File: config.mk
export PLATFORM = sky130hd
export DESIGN_NAME = magnitude_level_statistics
export DESIGN_NICKNAME = d
export VERILOG_FILES = /design/src/sv/mls_pkg.sv /design/src/sv/magnitude_level_statistics.sv
export SDC_FILE = /design/constraint.sdc
export NUM_CORES = 2
export LEC_CHECK = 0
export BUFFER_PORTS_ARGS = -buffer_cell sky130_fd_sc_hd__buf_2
export CAP_MARGIN = 20
export CELL_PAD_IN_SITES_DETAIL_PLACEMENT = 1
export CELL_PAD_IN_SITES_GLOBAL_PLACEMENT = 2
export CORE_MARGIN = 2
export CORE_UTILIZATION = 40
export DETAILED_ROUTE_END_ITERATION = 8
export PLACE_DENSITY = 0.81
export SLEW_MARGIN = 20
export SYNTH_ARGS = -nofsm -noshare
export SYNTH_HDL_FRONTEND = slang
export SYNTH_SLANG_ARGS = --single-unit
export TNS_END_PERCENT = 100
File: constraint.sdc
create_clock -name clk -period 14.05 [get_ports clk]
set_clock_uncertainty 0.15 [all_clocks]
set_input_delay 0.7025 -clock clk [delete_from_list [all_inputs] [get_ports clk]]
set_output_delay 0.7025 -clock clk [all_outputs]
set_load 0.01 [all_outputs]
File: src/sv/mls_pkg.sv
// ----------------------------------------------------------------------------
// mls_pkg: shared types and constants for magnitude level statistics
// Field widths, register map, reset values and controller states.
// ----------------------------------------------------------------------------
package mls_pkg;

  localparam int SAMPLE_BITS_DEF = 16;

  // result field widths
  localparam int POW_W = 32;
  localparam int MAG_W = 16;
  localparam int TOT_W = 48;
  localparam int CNT_W32 = 32;

  // averaging
  localparam int AVG_W = 21;
  localparam int THR_W = 16;
  localparam int SUM_W = 36;
  localparam int DIV_STEPS = MAG_W;
  localparam int DIV_HI_W = SUM_W - DIV_STEPS;

  localparam logic [AVG_W-1:0] AVG_CAP = AVG_W'(1 << 20);
  localparam logic [AVG_W-1:0] AVERAGE_COUNT_RST = AVG_W'(1000);
  localparam logic [THR_W-1:0] PULSE_THRESHOLD_RST = '0;

  // configuration port
  localparam int CFG_ADDR_W = 3;
  localparam int CFG_DATA_W = 32;
  localparam int REG_IDX_W = 1;
  typedef logic [REG_IDX_W-1:0] reg_idx_t;
  localparam reg_idx_t REG_AVERAGE_COUNT = 1'b0;
  localparam reg_idx_t REG_PULSE_THRESHOLD = 1'b1;

  // result stream
  localparam int OUT_DATA_W = 224;
  localparam int OUT_USER_W = 2;

  typedef enum logic [2:0] {
    ST_IDLE,
    ST_MUL,
    ST_SQRT,
    ST_UPD,
    ST_DIV,
    ST_OUT
  } state_t;

endpackage

File: src/sv/magnitude_level_statistics.sv
// ----------------------------------------------------------------------------
// magnitude_level_statistics: power, magnitude and level statistics
// Bit-serial squarer, bit-serial square root and two bit-serial dividers
// feeding running peak, total, min/max and block/pulse averages.
// ----------------------------------------------------------------------------
// Sequence: an accepted sample is squared by the shift-add squarer, one
//   bit per cycle, then rooted, one bit per cycle; a sample that closes a
//   block or pulse average then runs the dividers, one quotient bit per
//   cycle. The next sample is accepted only after its result word is loaded
//   into the output register, which waits while out_tvalid is not accepted.
// Reset: synchronous, clears all statistics, min to 65535, count to 1000.
module magnitude_level_statistics #(
  parameter int SAMPLE_BITS = mls_pkg::SAMPLE_BITS_DEF
) (
  input  logic                                 clk,
  input  logic                                 rst_n,
  // sample_i [SAMPLE_BITS-1:0], sample_q [2*SAMPLE_BITS-1:SAMPLE_BITS]
  input  logic [((2*SAMPLE_BITS+7)/8)*8-1:0]   in_tdata,
  input  logic                                 in_tvalid,
  output logic                                 in_tready,
  // power, magnitude, power_peak, power_total, sample_total, magnitude_max,
  // magnitude_min, block_average, pulse_average
  output logic [mls_pkg::OUT_DATA_W-1:0]       out_tdata,
  // block_done, pulse_done
  output logic [mls_pkg::OUT_USER_W-1:0]       out_tuser,
  output logic                                 out_tvalid,
  input  logic                                 out_tready,
  input  logic                                 cfg_psel,
  input  logic                                 cfg_penable,
  input  logic                                 cfg_pwrite,
  input  logic [mls_pkg::CFG_ADDR_W-1:0]       cfg_paddr,
  input  logic [mls_pkg::CFG_DATA_W-1:0]       cfg_pwdata,
  output logic [mls_pkg::CFG_DATA_W-1:0]       cfg_prdata,
  output logic                                 cfg_pready
);

  localparam int SB = SAMPLE_BITS;
  localparam int PROD_W = 2 * SB;
  localparam int PX_W = (PROD_W > mls_pkg::POW_W) ? PROD_W : mls_pkg::POW_W + 1;
  localparam int RX_W = (SB > mls_pkg::MAG_W) ? SB : mls_pkg::MAG_W + 1;
  localparam int REM_W = SB + 2;
  localparam int STEP_MAX = (SB > mls_pkg::DIV_STEPS) ? SB : mls_pkg::DIV_STEPS;
  localparam int CNT_W = $clog2(STEP_MAX + 1);
  localparam int AW = mls_pkg::AVG_W;
  localparam int QW = mls_pkg::DIV_STEPS;
  localparam int HW = mls_pkg::DIV_HI_W;

  // ---------------------------------------------------------------- control
  mls_pkg::state_t state_r, state_nxt;
  logic [CNT_W-1:0] cnt_r;
  logic             last_step;
  logic             in_acc;
  logic             out_load;

  // ---------------------------------------------------------------- config
  logic [AW-1:0]             average_count_r;
  logic [mls_pkg::THR_W-1:0] pulse_threshold_r;
  logic                      cfg_wr;
  mls_pkg::reg_idx_t         cfg_idx;

  // ---------------------------------------------------------------- squarer
  logic [SB-1:0]     smp_i, smp_q, abs_i, abs_q;
  logic [PROD_W-1:0] mcand_i_r, mcand_q_r, acc_r, acc_nxt;
  logic [SB-1:0]     mplr_i_r, mplr_q_r;

  // ---------------------------------------------------------------- root
  logic [PROD_W-1:0] rad_r;
  logic [REM_W-1:0]  rem_r, rem_nxt;
  logic [SB-1:0]     root_r, root_nxt;
  logic [REM_W+1:0]  sq_t, sq_trial;
  logic              sq_ge;

  // ---------------------------------------------------------------- update
  logic [PX_W-1:0]            pext;
  logic [RX_W-1:0]            rext;
  logic [mls_pkg::POW_W-1:0]  pow_sat;
  logic [mls_pkg::MAG_W-1:0]  mag_sat;
  logic [AW-1:0]              n_eff;
  logic [mls_pkg::TOT_W:0]    tot_sum;
  logic [mls_pkg::SUM_W-1:0]  bsum_inc, psum_inc;
  logic [AW-1:0]              bc_inc, pc_inc;
  logic                       pulse_hit, bdone_nxt, pdone_nxt;

  logic [mls_pkg::SUM_W-1:0]   block_sum_r, pulse_sum_r;
  logic [AW-1:0]               block_count_r, pulse_count_r;
  logic [mls_pkg::MAG_W-1:0]   block_avg_r, pulse_avg_r, mag_max_r, mag_min_r;
  logic [mls_pkg::POW_W-1:0]   power_peak_r;
  logic [mls_pkg::TOT_W-1:0]   power_total_r;
  logic [mls_pkg::CNT_W32-1:0] sample_total_r;
  logic [mls_pkg::POW_W-1:0]   power_r;
  logic [mls_pkg::MAG_W-1:0]   mag_r;
  logic                        bdone_r, pdone_r;

  // ---------------------------------------------------------------- dividers
  logic [QW-1:0]  bdvd_r, pdvd_r, bquo_r, pquo_r, bquo_nxt, pquo_nxt;
  logic [AW-1:0]  brem_r, prem_r, bdiv_r, pdiv_r;
  logic [AW:0]    bt, pt;
  logic           bge, pge;

  // ---------------------------------------------------------------- output
  logic [mls_pkg::OUT_DATA_W-1:0] out_tdata_r;
  logic [mls_pkg::OUT_USER_W-1:0] out_tuser_r;
  logic                           out_tvalid_r;

  assign out_tdata  = out_tdata_r;
  assign out_tuser  = out_tuser_r;
  assign out_tvalid = out_tvalid_r;

  // ================================================================ config
  assign cfg_wr  = cfg_psel & cfg_penable & cfg_pwrite & cfg_pready;
  assign cfg_idx = cfg_paddr[mls_pkg::CFG_ADDR_W-1:2];

  always_ff @(posedge clk) begin
    if (!rst_n) begin
      average_count_r   <= mls_pkg::AVERAGE_COUNT_RST;
      pulse_threshold_r <= mls_pkg::PULSE_THRESHOLD_RST;
    end else if (cfg_wr) begin
      case (cfg_idx)
        mls_pkg::REG_AVERAGE_COUNT:   average_count_r <= cfg_pwdata[AW-1:0];
        mls_pkg::REG_PULSE_THRESHOLD: pulse_threshold_r <= cfg_pwdata[mls_pkg::THR_W-1:0];
        default: ;
      endcase
    end
  end

  always_comb begin
    case (cfg_idx)
      mls_pkg::REG_AVERAGE_COUNT:   cfg_prdata = mls_pkg::CFG_DATA_W'(average_count_r);
      mls_pkg::REG_PULSE_THRESHOLD: cfg_prdata = mls_pkg::CFG_DATA_W'(pulse_threshold_r);
      default:                      cfg_prdata = '0;
    endcase
  end

  // ================================================================ FSM
  assign last_step = (cnt_r == '0);

  always_comb begin
    state_nxt = state_r;
    case (state_r)
      mls_pkg::ST_IDLE: if (in_tvalid) state_nxt = mls_pkg::ST_MUL;
      mls_pkg::ST_MUL:  if (last_step) state_nxt = mls_pkg::ST_SQRT;
      mls_pkg::ST_SQRT: if (last_step) state_nxt = mls_pkg::ST_UPD;
      mls_pkg::ST_UPD: begin
        state_nxt = (bdone_nxt | pdone_nxt) ? mls_pkg::ST_DIV : mls_pkg::ST_OUT;
      end
      mls_pkg::ST_DIV:  if (last_step) state_nxt = mls_pkg::ST_OUT;
      mls_pkg::ST_OUT:  if (!out_tvalid_r || out_tready) state_nxt = mls_pkg::ST_IDLE;
      default:          state_nxt = mls_pkg::ST_IDLE;
    endcase
  end

  always_comb begin
    in_tready  = (state_r == mls_pkg::ST_IDLE);
    cfg_pready = 1'b1;
    out_load   = (state_r == mls_pkg::ST_OUT) && (!out_tvalid_r || out_tready);
  end

  assign in_acc = in_tvalid & in_tready;

  always_ff @(posedge clk) begin
    if (!rst_n) begin
      state_r <= mls_pkg::ST_IDLE;
      cnt_r   <= '0;
    end else begin
      state_r <= state_nxt;
      case (state_r)
        mls_pkg::ST_IDLE: if (in_acc) cnt_r <= CNT_W'(SB - 1);
        mls_pkg::ST_MUL:  cnt_r <= last_step ? CNT_W'(SB - 1) : cnt_r - 1'b1;
        mls_pkg::ST_SQRT: cnt_r <= cnt_r - 1'b1;
        mls_pkg::ST_UPD:  cnt_r <= CNT_W'(QW - 1);
        mls_pkg::ST_DIV:  cnt_r <= cnt_r - 1'b1;
        default: ;
      endcase
    end
  end

  // ================================================================ squarer
  assign smp_i = in_tdata[SB-1:0];
  assign smp_q = in_tdata[2*SB-1:SB];
  assign abs_i = smp_i[SB-1] ? (~smp_i + 1'b1) : smp_i;
  assign abs_q = smp_q[SB-1] ? (~smp_q + 1'b1) : smp_q;

  // i*i + q*q, one multiplier bit of each square per cycle
  assign acc_nxt = acc_r + (mplr_i_r[0] ? mcand_i_r : '0)
                         + (mplr_q_r[0] ? mcand_q_r : '0);

  always_ff @(posedge clk) begin
    if (state_r == mls_pkg::ST_IDLE) begin
      mcand_i_r <= PROD_W'(abs_i);
      mcand_q_r <= PROD_W'(abs_q);
      mplr_i_r  <= abs_i;
      mplr_q_r  <= abs_q;
      acc_r     <= '0;
    end else if (state_r == mls_pkg::ST_MUL) begin
      mcand_i_r <= mcand_i_r << 1;
      mcand_q_r <= mcand_q_r << 1;
      mplr_i_r  <= mplr_i_r >> 1;
      mplr_q_r  <= mplr_q_r >> 1;
      acc_r     <= acc_nxt;
    end
  end

  // ================================================================ root
  // restoring root: two radicand bits in, one root bit out per cycle
  assign sq_t     = {rem_r, rad_r[PROD_W-1 -: 2]};
  assign sq_trial = (REM_W+2)'({root_r, 2'b01});
  assign sq_ge    = (sq_t >= sq_trial);
  assign rem_nxt  = sq_ge ? REM_W'(sq_t - sq_trial) : REM_W'(sq_t);
  assign root_nxt = {root_r[SB-2:0], sq_ge};

  always_ff @(posedge clk) begin
    if (state_r == mls_pkg::ST_MUL) begin
      rad_r  <= acc_nxt;
      rem_r  <= '0;
      root_r <= '0;
    end else if (state_r == mls_pkg::ST_SQRT) begin
      rad_r  <= rad_r << 2;
      rem_r  <= rem_nxt;
      root_r <= root_nxt;
    end
  end

  // ================================================================ update
  assign pext    = PX_W'(acc_r);
  assign rext    = RX_W'(root_r);
  assign pow_sat = (|pext[PX_W-1:mls_pkg::POW_W]) ? '1 : pext[mls_pkg::POW_W-1:0];
  assign mag_sat = (|rext[RX_W-1:mls_pkg::MAG_W]) ? '1 : rext[mls_pkg::MAG_W-1:0];

  always_comb begin
    if (average_count_r == '0)
      n_eff = AW'(1);
    else if (average_count_r > mls_pkg::AVG_CAP)
      n_eff = mls_pkg::AVG_CAP;
    else
      n_eff = average_count_r;
  end

  assign tot_sum   = {1'b0, power_total_r} + (mls_pkg::TOT_W+1)'(pow_sat);
  assign bsum_inc  = block_sum_r + mls_pkg::SUM_W'(mag_sat);
  assign psum_inc  = pulse_sum_r + mls_pkg::SUM_W'(mag_sat);
  assign bc_inc    = block_count_r + 1'b1;
  assign pc_inc    = pulse_count_r + 1'b1;
  assign pulse_hit = (mag_sat > pulse_threshold_r);
  assign bdone_nxt = (bc_inc >= n_eff);
  assign pdone_nxt = pulse_hit && (pc_inc >= n_eff);

  always_ff @(posedge clk) begin
    if (!rst_n) begin
      block_sum_r    <= '0;
      block_count_r  <= '0;
      pulse_sum_r    <= '0;
      pulse_count_r  <= '0;
      block_avg_r    <= '0;
      pulse_avg_r    <= '0;
      mag_max_r      <= '0;
      mag_min_r      <= '1;
      power_peak_r   <= '0;
      power_total_r  <= '0;
      sample_total_r <= '0;
    end else if (state_r == mls_pkg::ST_UPD) begin
      if (pow_sat > power_peak_r) power_peak_r <= pow_sat;
      power_total_r <= tot_sum[mls_pkg::TOT_W] ? '1 : tot_sum[mls_pkg::TOT_W-1:0];
      if (sample_total_r != '1) sample_total_r <= sample_total_r + 1'b1;
      if (mag_sat > mag_max_r) mag_max_r <= mag_sat;
      if (mag_sat < mag_min_r) mag_min_r <= mag_sat;
      if (bdone_nxt) begin
        block_sum_r   <= '0;
        block_count_r <= '0;
      end else begin
        block_sum_r   <= bsum_inc;
        block_count_r <= bc_inc;
      end
      if (pulse_hit) begin
        if (pdone_nxt) begin
          pulse_sum_r   <= '0;
          pulse_count_r <= '0;
        end else begin
          pulse_sum_r   <= psum_inc;
          pulse_count_r <= pc_inc;
        end
      end
    end else if ((state_r == mls_pkg::ST_DIV) && last_step) begin
      if (bdone_r) block_avg_r <= bquo_nxt;
      if (pdone_r) pulse_avg_r <= pquo_nxt;
    end
  end

  always_ff @(posedge clk) begin
    if (state_r == mls_pkg::ST_UPD) begin
      power_r <= pow_sat;
      mag_r   <= mag_sat;
      bdone_r <= bdone_nxt;
      pdone_r <= pdone_nxt;
    end
  end

  // ================================================================ dividers
  // sum < count * 2^16, so the quotient fits 16 bits and the upper sum bits
  // seed the remainder
  assign bt       = {brem_r, bdvd_r[QW-1]};
  assign pt       = {prem_r, pdvd_r[QW-1]};
  assign bge      = (bt >= {1'b0, bdiv_r});
  assign pge      = (pt >= {1'b0, pdiv_r});
  assign bquo_nxt = {bquo_r[QW-2:0], bge};
  assign pquo_nxt = {pquo_r[QW-2:0], pge};

  always_ff @(posedge clk) begin
    if (state_r == mls_pkg::ST_UPD) begin
      bdvd_r <= bsum_inc[QW-1:0];
      brem_r <= AW'(bsum_inc[mls_pkg::SUM_W-1 -: HW]);
      bdiv_r <= bc_inc;
      bquo_r <= '0;
      pdvd_r <= psum_inc[QW-1:0];
      prem_r <= AW'(psum_inc[mls_pkg::SUM_W-1 -: HW]);
      pdiv_r <= pc_inc;
      pquo_r <= '0;
    end else if (state_r == mls_pkg::ST_DIV) begin
      bdvd_r <= bdvd_r << 1;
      brem_r <= bge ? AW'(bt - {1'b0, bdiv_r}) : AW'(bt);
      bquo_r <= bquo_nxt;
      pdvd_r <= pdvd_r << 1;
      prem_r <= pge ? AW'(pt - {1'b0, pdiv_r}) : AW'(pt);
      pquo_r <= pquo_nxt;
    end
  end

  // ================================================================ output
  always_ff @(posedge clk) begin
    if (!rst_n) begin
      out_tvalid_r <= 1'b0;
    end else if (out_load) begin
      out_tvalid_r <= 1'b1;
    end else if (out_tready) begin
      out_tvalid_r <= 1'b0;
    end
  end

  always_ff @(posedge clk) begin
    if (out_load) begin
      out_tdata_r <= {pulse_avg_r, block_avg_r, mag_min_r, mag_max_r, sample_total_r,
                      power_total_r, power_peak_r, mag_r, power_r};
      out_tuser_r <= {pdone_r, bdone_r};
    end
  end

  // ================================================================ checks
  a_minmax: assert property (@(posedge clk) disable iff (!rst_n)
    (sample_total_r != '0) |-> (mag_min_r <= mag_max_r))
    else $error("magnitude min above max");

  a_bcount: assert property (@(posedge clk) disable iff (!rst_n)
    (block_count_r < mls_pkg::AVG_CAP) && (pulse_count_r < mls_pkg::AVG_CAP))
    else $error("averaging count past cap");

  a_outsrc: assert property (@(posedge clk) disable iff (!rst_n)
    $rose(out_tvalid_r) |-> $past(state_r == mls_pkg::ST_OUT))
    else $error("word issued outside output state");

  a_divsrc: assert property (@(posedge clk) disable iff (!rst_n)
    (state_r == mls_pkg::ST_DIV) && $past(state_r != mls_pkg::ST_DIV)
      |-> $past(state_r == mls_pkg::ST_UPD) && $past(bdone_nxt || pdone_nxt))
    else $error("divide started without a closed block");

  a_busy: assert property (@(posedge clk) disable iff (!rst_n)
    in_acc |=> (state_r == mls_pkg::ST_MUL) && !in_tready)
    else $error("accept did not start squarer");

endmodule
==> impl_metrics.csv <==
group,metric,value,unit
status,status,"finished, final reports clean",
die,core,118000,um^2
logic_synthesis,ys_seq_elements,952,
logic_synthesis,synthXorXnorAreaFrac,0.0466,
setup_path,critPathCapture,"block_sum_r[35]",
die,rows,126,
cts,post_cts_resized,0,
placement,place_inst,6467,
power_and_ir_drop,vdd_ir_drop_max,0.0954,mV
setup_path,r2r_slack,7.93,ns
power_and_ir_drop,switching_share,0.285,
sta,hold_violations,0,
setup_path,timing.critical_path.from_type,"register",
final_layout,mostFrequentLayoutCell,"nand2_1",
logic_synthesis,netlist_area,47800,um^2
detailed_routing,drt.antenna.violating_nets,0,
grt,grt_max_degree,120,
detailed_routing,wl,140000,um
cts,post_cts_buffers,0,
final_layout,final_cell_mix,"671 x nand2_1, 486 x edfxtp_1, 466 x dfxtp_1, 351 x a21oi_1, 308 x buf_2",
detailed_routing,drc_errors,0,
logic_synthesis,synth_top_area_cell,"edfxtp_1",
setup_path,rr_worst_depth,19,
logic_synthesis,synth-compound-area-share,0.153,
detailed_routing,vias,36562,
final_layout,fillCellCount,13207,
placement,place.gp.congestion,0.827,
detailed_routing,drt-pass1-iter-count,5,
sta,fin_tns_setup,0,ns
cts,hold_buffers,0,
cts,clkLatencyLatePin,0.71,ns
setup_path,cp.required,14.51,ns
logic_synthesis,synth_top_cell_area_share,0.305,
logic_synthesis,yosys_warnings,0,
cts,htreeDepth,3,
logic_synthesis,synth.area.mux_share,0.0218,
cts,cts_tree,"built",
placement,portBuffers,309,
final_layout,fin_cells,6671,
sta,whs,0.0909,ns
grt,grt-ovfl-total,0,
grt,antenna_found_initial,2,
die,fp.dieW,350,um
power_and_ir_drop,p_seq_frac,0.428,
detailed_routing,drt_iter0_markers,1939,
sta,max_freq,163,MHz
worst_hold_path,min_from,"cfg_pwdata[19]",
sta,worst_pin_slew,1.04,ns
detailed_routing,wl_per_cell,20.9,um
sta,relSlewSlack,0.308,
power_and_ir_drop,p_int,5.30,mW
detailed_routing,via_per_inst,5.48,
power_and_ir_drop,p_switching,2.12,mW
final_layout,nets,5433,
cts,cts_root_buffer,"clkbuf_16",
setup_path,crit_start,"block_count_r[0]",
die,fp.dieH,350,um
logic_synthesis,synth-simple-area-share,0.153,
grt,grt_pass1_vias,37745,
final_layout,synthToLayoutAreaGrowth,14.2,%
grt,grt_pass1_wl,219000,um
logic_synthesis,synth_top_family_by_area,"compound AO/OA/AOI/OAI gates",
final_layout,drive_gt1_frac,0.118,
sta,period_needed,6.12,ns
sta,rsz0062_at_grt,"false",
logic_synthesis,syn_area_per_cell,10.0,um^2
logic_synthesis,synth_enable_flop_cells,486,
final_layout,design_area,54600,um^2
cts,cts_buffers,106,
logic_synthesis,synth_cells,4770,
placement,placed_cell_area,51000,um^2
logic_synthesis,ys_async_sr_fraction,0,
setup_path,crit_path_max_fanout,32,
logic_synthesis,synth_ff_type,"edfxtp_1",
die,num_io_pins,335,
die,die_area,122000,um^2
logic_synthesis,synth_area_leaders,"edfxtp_1 31%, dfxtp_1 20%, ha_1 7.4%",
final_layout,diodes,0,
power_and_ir_drop,total_leakage_power,22.1,nW
cts,clkTransAtPathRegs,0.06,ns
job,drv_cap,0,
final_layout,post-route-util,0.461,
setup_path,path_class,"register to register",
placement,dp_hpwl,98500,um
die,start_util,0.404,
setup_path,end_kind,"register",
setup_path,worstPathArrival,6.58,ns
power_and_ir_drop,power.density,136,nW/um^2
power_and_ir_drop,clockPowerShare,0.383,
logic_synthesis,synth_fa_ha_area_frac,0.0891,
grt,gr-usage-all-layers,0.227,
cts,clkSinkCount,952,
worst_hold_path,hp-class,"primary input to register",
power_and_ir_drop,pwr-share-comb,0.189,
setup_path,r2r_end,"block_sum_r[35]",
sta,finalMaxSlewViolations,0,
logic_synthesis,synth.distinct_cells,85,
cts,cts_buffer_depth,3,
logic_synthesis,synth_sequential_area_ratio,0.501,
sta,setup_viol,0,
sta,finalCritPeriodShare,0.435,
setup_path,timing.rr.start,"block_count_r[0]",
==> Yosys cell counts (19+ instances only) <==
master	number
xnor2_1	142
fa_1	37
xor2_1	112
nand2b_1	25
nor3_1	65
and4_1	20
nor2b_1	37
nand3_1	152
dfxtp_1	466
a22o_1	32
o211ai_1	41
and3_1	64
edfxtp_1	486
mux2_2	23
mux2i_1	78
o22ai_1	20
o21ai_1	62
nor2_1	255
o21a_1	73
o31ai_1	52
a211oi_1	19
a31oi_1	61
nand4_1	59
nand3b_1	24
or3_1	35
a21o_1	118
a21oi_1	353
clkbuf_1	192
and2_1	98
nor4_1	21
ha_1	281
o21bai_1	21
inv_1	203
o21ai_0	171
nand2_1	673
==> how the worst min path moves through the flow <==
stage / to / slack, ns / cells past startpoint
finish: average_count_r[19] / 0.09 / 3
global placement: out_tdata[46] / 0.25 / 0
detailed placement: out_tdata[34] / 0.26 / 0
global route: average_count_r[7] / 0.07 / 3
floorplan: out_tdata[0] / 0.25 / 0
CTS: average_count_r[19] / 0.04 / 3
==> power groups by stage <==
stage               logic (mW)  clock network, mW  registers [mW]
floorplan                 1.05                  0            3.19
global route              1.57               3.01            3.19
detailed placement        1.39                  0            3.24
finish                    1.40               2.84            3.17
global placement          1.37                  0            3.24
CTS                       1.41               2.90            3.18
==> sequential cells by signal, indices dropped and copies added, names as in the netlist, 32 cells and up <==
signal          cells
mcand_i_r          32
mcand_q_r          32
power_peak_r       32
sample_total_r     32
rad_r              32
power_r            32
block_sum_r        36
power_total_r      48
pulse_sum_r        36
acc_r              32
out_tdata         224
==> routing by layer <==
layer / global-route usage / vias to the layer above / wire [um]
met5: 0 / - / 0
li1: - / 17694 / -
met1: 0.304 / 18085 / 64400
met2: 0.378 / 572 / 65900
met3: 0.0324 / 211 / 4880
met4: 0.0727 / 0 / 4580
==> cells by family (layout without fill, tap and decap cells) <==
group / Yosys count / count (layout)
compound gates: 1145 / 1145
mux: 101 / 101
flops: 952 / 952
simple gates: 1564 / 1564
buf+inv: 434 / 789
xor+xnor: 254 / 254
fa+ha+maj: 318 / 318
other cells: 2 / 12
==> stage by stage <==
stage               total power, mW  worst slack [ns]
finish                         7.42              7.93
global route                   7.77              7.39
CTS                            7.49              7.92
detailed placement             4.63              7.95
global placement               4.61              8.06
floorplan                      4.24              2.81
==> cell type report <==
class	count	area (um^2)	share of cell area
Inverter	207	793	0.0145
Timing Repair Buffer	380	2110	0.0387
Sequential cell	952	23900	0.438
Clock inverter	46	520	0.00954
Tap cell	1536	1920	0.0352
Clock buffer	156	3030	0.0554
Multi-Input combinational cell	3394	22300	0.408
==> critical path, stage by stage (launching register included) <==
cell	delay, ns
dfxtp_1	0.40
ha_1	0.28
and3_1	0.24
and3_1	0.26
and3_1	0.26
nand3_1	0.21
or2_0	0.37
nor2_1	0.17
xor2_1	0.26
ha_1	0.30
a21oi_1	0.16
nor2b_1	0.05
o21ai_0	0.22
o211ai_1	0.18
a41oi_4	0.54
buf_4	0.49
inv_1	0.40
nor2_2	0.72
nand3b_1	0.17
a21oi_1	0.18
Power figures use the tool's default switching activity.
